File: config.mk
export PLATFORM = sky130hd
export DESIGN_NAME = mf3_med9
export DESIGN_NICKNAME = d
export VERILOG_FILES = /design/src/rtl/mf3_pkg.sv /design/src/rtl/mf3_med9.sv
export SDC_FILE = /design/constraint.sdc
export NUM_CORES = 1
export LEC_CHECK = 0
export CORE_MARGIN = 8
export CORE_UTILIZATION = 30
export DETAILED_ROUTE_END_ITERATION = 7
export DONT_BUFFER_PORTS = 1
export HOLD_SLACK_MARGIN = 0.03
export PLACE_DENSITY = 0.42
export SLEW_MARGIN = 20
export SYNTH_ARGS = -nofsm -noshare
export SYNTH_HDL_FRONTEND = slang
export SYNTH_SLANG_ARGS = --single-unit
File: constraint.sdc
create_clock -name clk -period 7.1 [get_ports clk]
set_input_delay 1.42 -clock clk [delete_from_list [all_inputs] [get_ports clk]]
set_output_delay 1.42 -clock clk [all_outputs]
set_load 0.05 [all_outputs]
File: src/rtl/mf3_pkg.sv
`default_nettype none
package mf3_pkg;

	localparam int MAX_WIDTH = 2048;
	localparam int MAX_HEIGHT = 4096;
	localparam int MIN_SIZE = 3;

	localparam int CH_W = 8;
	localparam int NUM_CH = 3;
	localparam int PIX_W = NUM_CH * CH_W;
	localparam int TAPS = 9;

	localparam int COL_W = $clog2(MAX_WIDTH);
	localparam int ROW_W = $clog2(MAX_HEIGHT);
	localparam int WIDTH_REG_W = 12;
	localparam int HEIGHT_REG_W = 13;
	localparam int CFG_IDX_W = 2;
	localparam int CFG_DATA_W = HEIGHT_REG_W;

	localparam logic [CFG_IDX_W-1:0] CFG_IMAGE_WIDTH = 2'd0;
	localparam logic [CFG_IDX_W-1:0] CFG_IMAGE_HEIGHT = 2'd1;

	typedef struct packed {
		logic [CH_W-1:0] chan0;
		logic [CH_W-1:0] chan1;
		logic [CH_W-1:0] chan2;
		logic            frame_start;
	} pix_in_t;

	typedef struct packed {
		logic [CH_W-1:0]  med0;
		logic [CH_W-1:0]  med1;
		logic [CH_W-1:0]  med2;
		logic [COL_W-1:0] center_col;
		logic [ROW_W-1:0] center_row;
		logic             frame_end;
	} med_out_t;

	typedef struct packed {
		logic ld_s2;
		logic ld_s3;
		logic ld_out;
	} stage_en_t;

	typedef logic [TAPS-1:0][CH_W-1:0] taps_t;

endpackage
`default_nettype wire

File: src/rtl/mf3_med9.sv
`default_nettype none
module mf3_med9
	import mf3_pkg::*;
(
	input  wire logic            clk,
	input  wire stage_en_t       en,
	input  wire taps_t           taps,
	output logic      [CH_W-1:0] med
);

	typedef logic [2:0][CH_W-1:0] trio_t;

	function automatic trio_t sort3(input logic [CH_W-1:0] a, input logic [CH_W-1:0] b,
			input logic [CH_W-1:0] c);
		logic [CH_W-1:0] x, y, y2, hi;
		trio_t r;
		x  = (a < b) ? a : b;
		y  = (a < b) ? b : a;
		y2 = (y < c) ? y : c;
		hi = (y < c) ? c : y;
		r[0] = (x < y2) ? x : y2;
		r[1] = (x < y2) ? y2 : x;
		r[2] = hi;
		return r;
	endfunction

	logic [2:0][CH_W-1:0] lo_s2, mi_s2, hi_s2;
	logic [CH_W-1:0] a_s3, b_s3, c_s3;
	trio_t srt [3];
	trio_t lo_srt, mi_srt, hi_srt, fin_srt;

	always_comb begin
		for (int g = 0; g < 3; g++) begin
			srt[g] = sort3(taps[3*g], taps[3*g+1], taps[3*g+2]);
		end
		lo_srt = sort3(lo_s2[0], lo_s2[1], lo_s2[2]);
		mi_srt = sort3(mi_s2[0], mi_s2[1], mi_s2[2]);
		hi_srt = sort3(hi_s2[0], hi_s2[1], hi_s2[2]);
		fin_srt = sort3(a_s3, b_s3, c_s3);
	end

	// column sort
	always_ff @(posedge clk) begin
		if (en.ld_s2) begin
			for (int g = 0; g < 3; g++) begin
				lo_s2[g] <= srt[g][0];
				mi_s2[g] <= srt[g][1];
				hi_s2[g] <= srt[g][2];
			end
		end
	end

	// max of lows, median of mids, min of highs
	always_ff @(posedge clk) begin
		if (en.ld_s3) begin
			a_s3 <= lo_srt[2];
			b_s3 <= mi_srt[1];
			c_s3 <= hi_srt[0];
		end
	end

	always_ff @(posedge clk) begin
		if (en.ld_out) begin
			med <= fin_srt[1];
		end
	end

endmodule
`default_nettype wire

==> metrics.yaml <==
setup_violations: 0
drtIter0Drc: 368
critPathLaunchType: "primary input"
fmax_mhz: 162
cp-end-kind: "flip-flop"
synth_enable_flop_cells: 104
cap_violations: 0
holdBufCountCts: 0
p_leak_uw: 0.00491
rsz0062_at_grt: "false"
min_period_over_period: 0.868
cts_setup_buffers: 0
yosys_most_used_dff: "edfxtp_1"
final_hold_viol_count: 0
grt.total_usage: 0.126
vias: 6847
place_congestion: 0.802
clock-sinks: 104
ir_drop_mv: 0.371
drv_slew: 0
synth_fp_nets: 1225
overflow: 0
grt_pass1_wl_um: 37700
final_cell_mix: "140 x inv_1, 140 x ha_1, 118 x mux2i_1, 104 x edfxtp_1, 74 x nand2_1"
final_cell_area_mm2: 0.0106
final-seq-area_mm2: 0.00312
post_cts_resized: 0
io_pins: 84
cts_tree: "done"
core_area_mm2: 0.0323
dpl.hpwl_um: 20800
fin_crit_ns: 6.16
h-tree-depth: 3
grt_pass1_vias: 6615
ys_seq_area_frac: 0.320
layout.nets: 1227
ys_warn_count: 0
fin_setup_tns_ns: 0
multi_input_area_mm2: 0.00598
io_buffers: 0
synth.avg_cell_area_um2: 9.69
die_area_mm2: 0.0386
p_per_area_mw_per_mm2: 465
status: "finished, final reports clean"
cts_buffer_depth: 2
die_w_um: 196
worst_pin_slew_ns: 1.01
grt_max_degree: 73
antennaDiodeCount: 0
finClkSkew_ns: 0.0101
required_ns: 7.20
die_h_um: 196
netlist_area_mm2: 0.00977
rows: 66
synth.distinct_cells: 50
place_area_mm2: 0.0103
clk_pin_slew_ns: 0.08
power_uw: 4930
postSynthCellCount: 1009
synth-seq-cells: 104
cts_buffers: 9
antenna_found_initial: 0
holdWs_ns: 0.668
num-fill-cells: 3304
via_per_inst: 4.70
layout.cells.non_filler: 1458
place_inst: 1442
wl_per_cell_um: 16.8
drt_first_pass_iters: 4
min_path_type: "flip-flop to flip-flop"
drive_gt1_frac: 0.106
async_reset_ff_frac: 0
insertion_delay_ns: 0.35
ant_nets: 0
path_class: "primary input to flip-flop"
layout-area-overhead-vs-synth_pct: 8.48
drcViolationCount: 0
start_util: 0.303
cp_max_fo: 9
wl_um: 24500
slew_headroom: 0.327
cts_root_buf: "clkbuf_16"
worstPathArrival_ns: 6.26
==> through the flow <==
step | worst slack (ns) | util
floorplan | 1.06 | -
global placement | 0.551 | 0.319
detailed placement | 0.515 | 0.319
CTS | 0.871 | 0.328
global route | 0.447 | 0.328
finish | 0.939 | 0.328
==> synth_stat cells (3+ instances only) <==
cell type | count | area share
nand2b_1 | 11 | 0.0070
and2_1 | 5 | 0.0032
a211oi_1 | 10 | 0.0077
nand3_1 | 9 | 0.0046
o211ai_1 | 6 | 0.0046
mux2i_1 | 119 | 0.12
buf_2 | 5 | 0.0026
nand4_1 | 16 | 0.010
a21o_1 | 24 | 0.018
buf_4 | 8 | 0.0061
ha_1 | 140 | 0.18
o21ai_1 | 11 | 0.0056
o21a_1 | 13 | 0.010
nand2_1 | 74 | 0.028
edfxtp_1 | 104 | 0.32
nor2b_1 | 12 | 0.0077
inv_1 | 140 | 0.054
and4_1 | 3 | 0.0027
nor3_1 | 7 | 0.0036
a21oi_1 | 62 | 0.032
clkbuf_1 | 9 | 0.0035
mux2_2 | 52 | 0.060
a21oi_4 | 5 | 0.0083
buf_6 | 3 | 0.0035
o21ai_0 | 72 | 0.037
nor2_1 | 50 | 0.019
a21oi_2 | 6 | 0.0054
==> layout make-up <==
class,count,area share
Sequential cell,104,0.295
Inverter,140,0.0496
Clock inverter,6,0.00708
Multi-Input combinational cell,740,0.564
Clock buffer,10,0.0216
Tap cell,442,0.0522
Timing Repair Buffer,16,0.0113
==> worst max-delay path, cell delays in order <==
cell and delay, ns:
inv_1 0.04, ha_1 0.29, a21o_1 0.19, a21o_1 0.17, a21oi_1 0.21, o21ai_1 0.23, buf_4 0.23, o21ai_0 0.29
ha_1 0.29, o21ai_0 0.19, a21oi_1 0.11, a21oi_2 0.29, buf_4 0.22, mux2i_1 0.29, ha_1 0.30, a21o_1 0.18
a21oi_1 0.14, o22ai_1 0.09, nor2_1 0.19, o21ai_1 0.20, and4_1 0.24, or4_1 0.45
==> where the power goes <==
| group | internal [µW] | switching, µW | leakage (µW) | total (µW) |
|---|---|---|---|---|
| registers | 1050 | 236 | 0.00102 | 1280 |
| logic | 1300 | 1830 | 0.00374 | 3130 |
| clock network | 280 | 238 | 0.000151 | 518 |
| total | 2620 | 2310 | 0.00491 | 4930 |
==> per-layer routing <==
layer  vias to the layer above  share of wire  GRT usage
met3                        10          0.046     0.0258
met2                       104           0.46      0.209
met4                         0         0.0067     0.0211
met1                      3070           0.49      0.171
li1                       3663              -          -
met5                         -              0          0
==> cells by family after synthesis <==
kind of cell / Yosys count / synth area share
flops: 104 / 0.320
fa+ha+maj: 140 / 0.179
mux: 171 / 0.182
compound gates: 234 / 0.156
buf+inv: 165 / 0.0694
simple gates: 195 / 0.0941
==> registers in the layout (all words and copies together), names as in the netlist <==
signal	count
lo_s2	24
hi_s2	24
a_s3	8
c_s3	8
mi_s2	24
b_s3	8
med	8
==> worst paths after layout <==
path | slack, ns | start | end | cells past startpoint
setup / recovery | 0.94 | taps[61] | lo_s2[16] | 22
hold / removal | 0.67 | lo_s2[17] | a_s3[1] | 1
setup reg to reg | 1.18 | hi_s2[10] | c_s3[0] | 22
hold reg to reg | 0.67 | lo_s2[17] | a_s3[1] | 1
(Power assumes the default switching activity.)
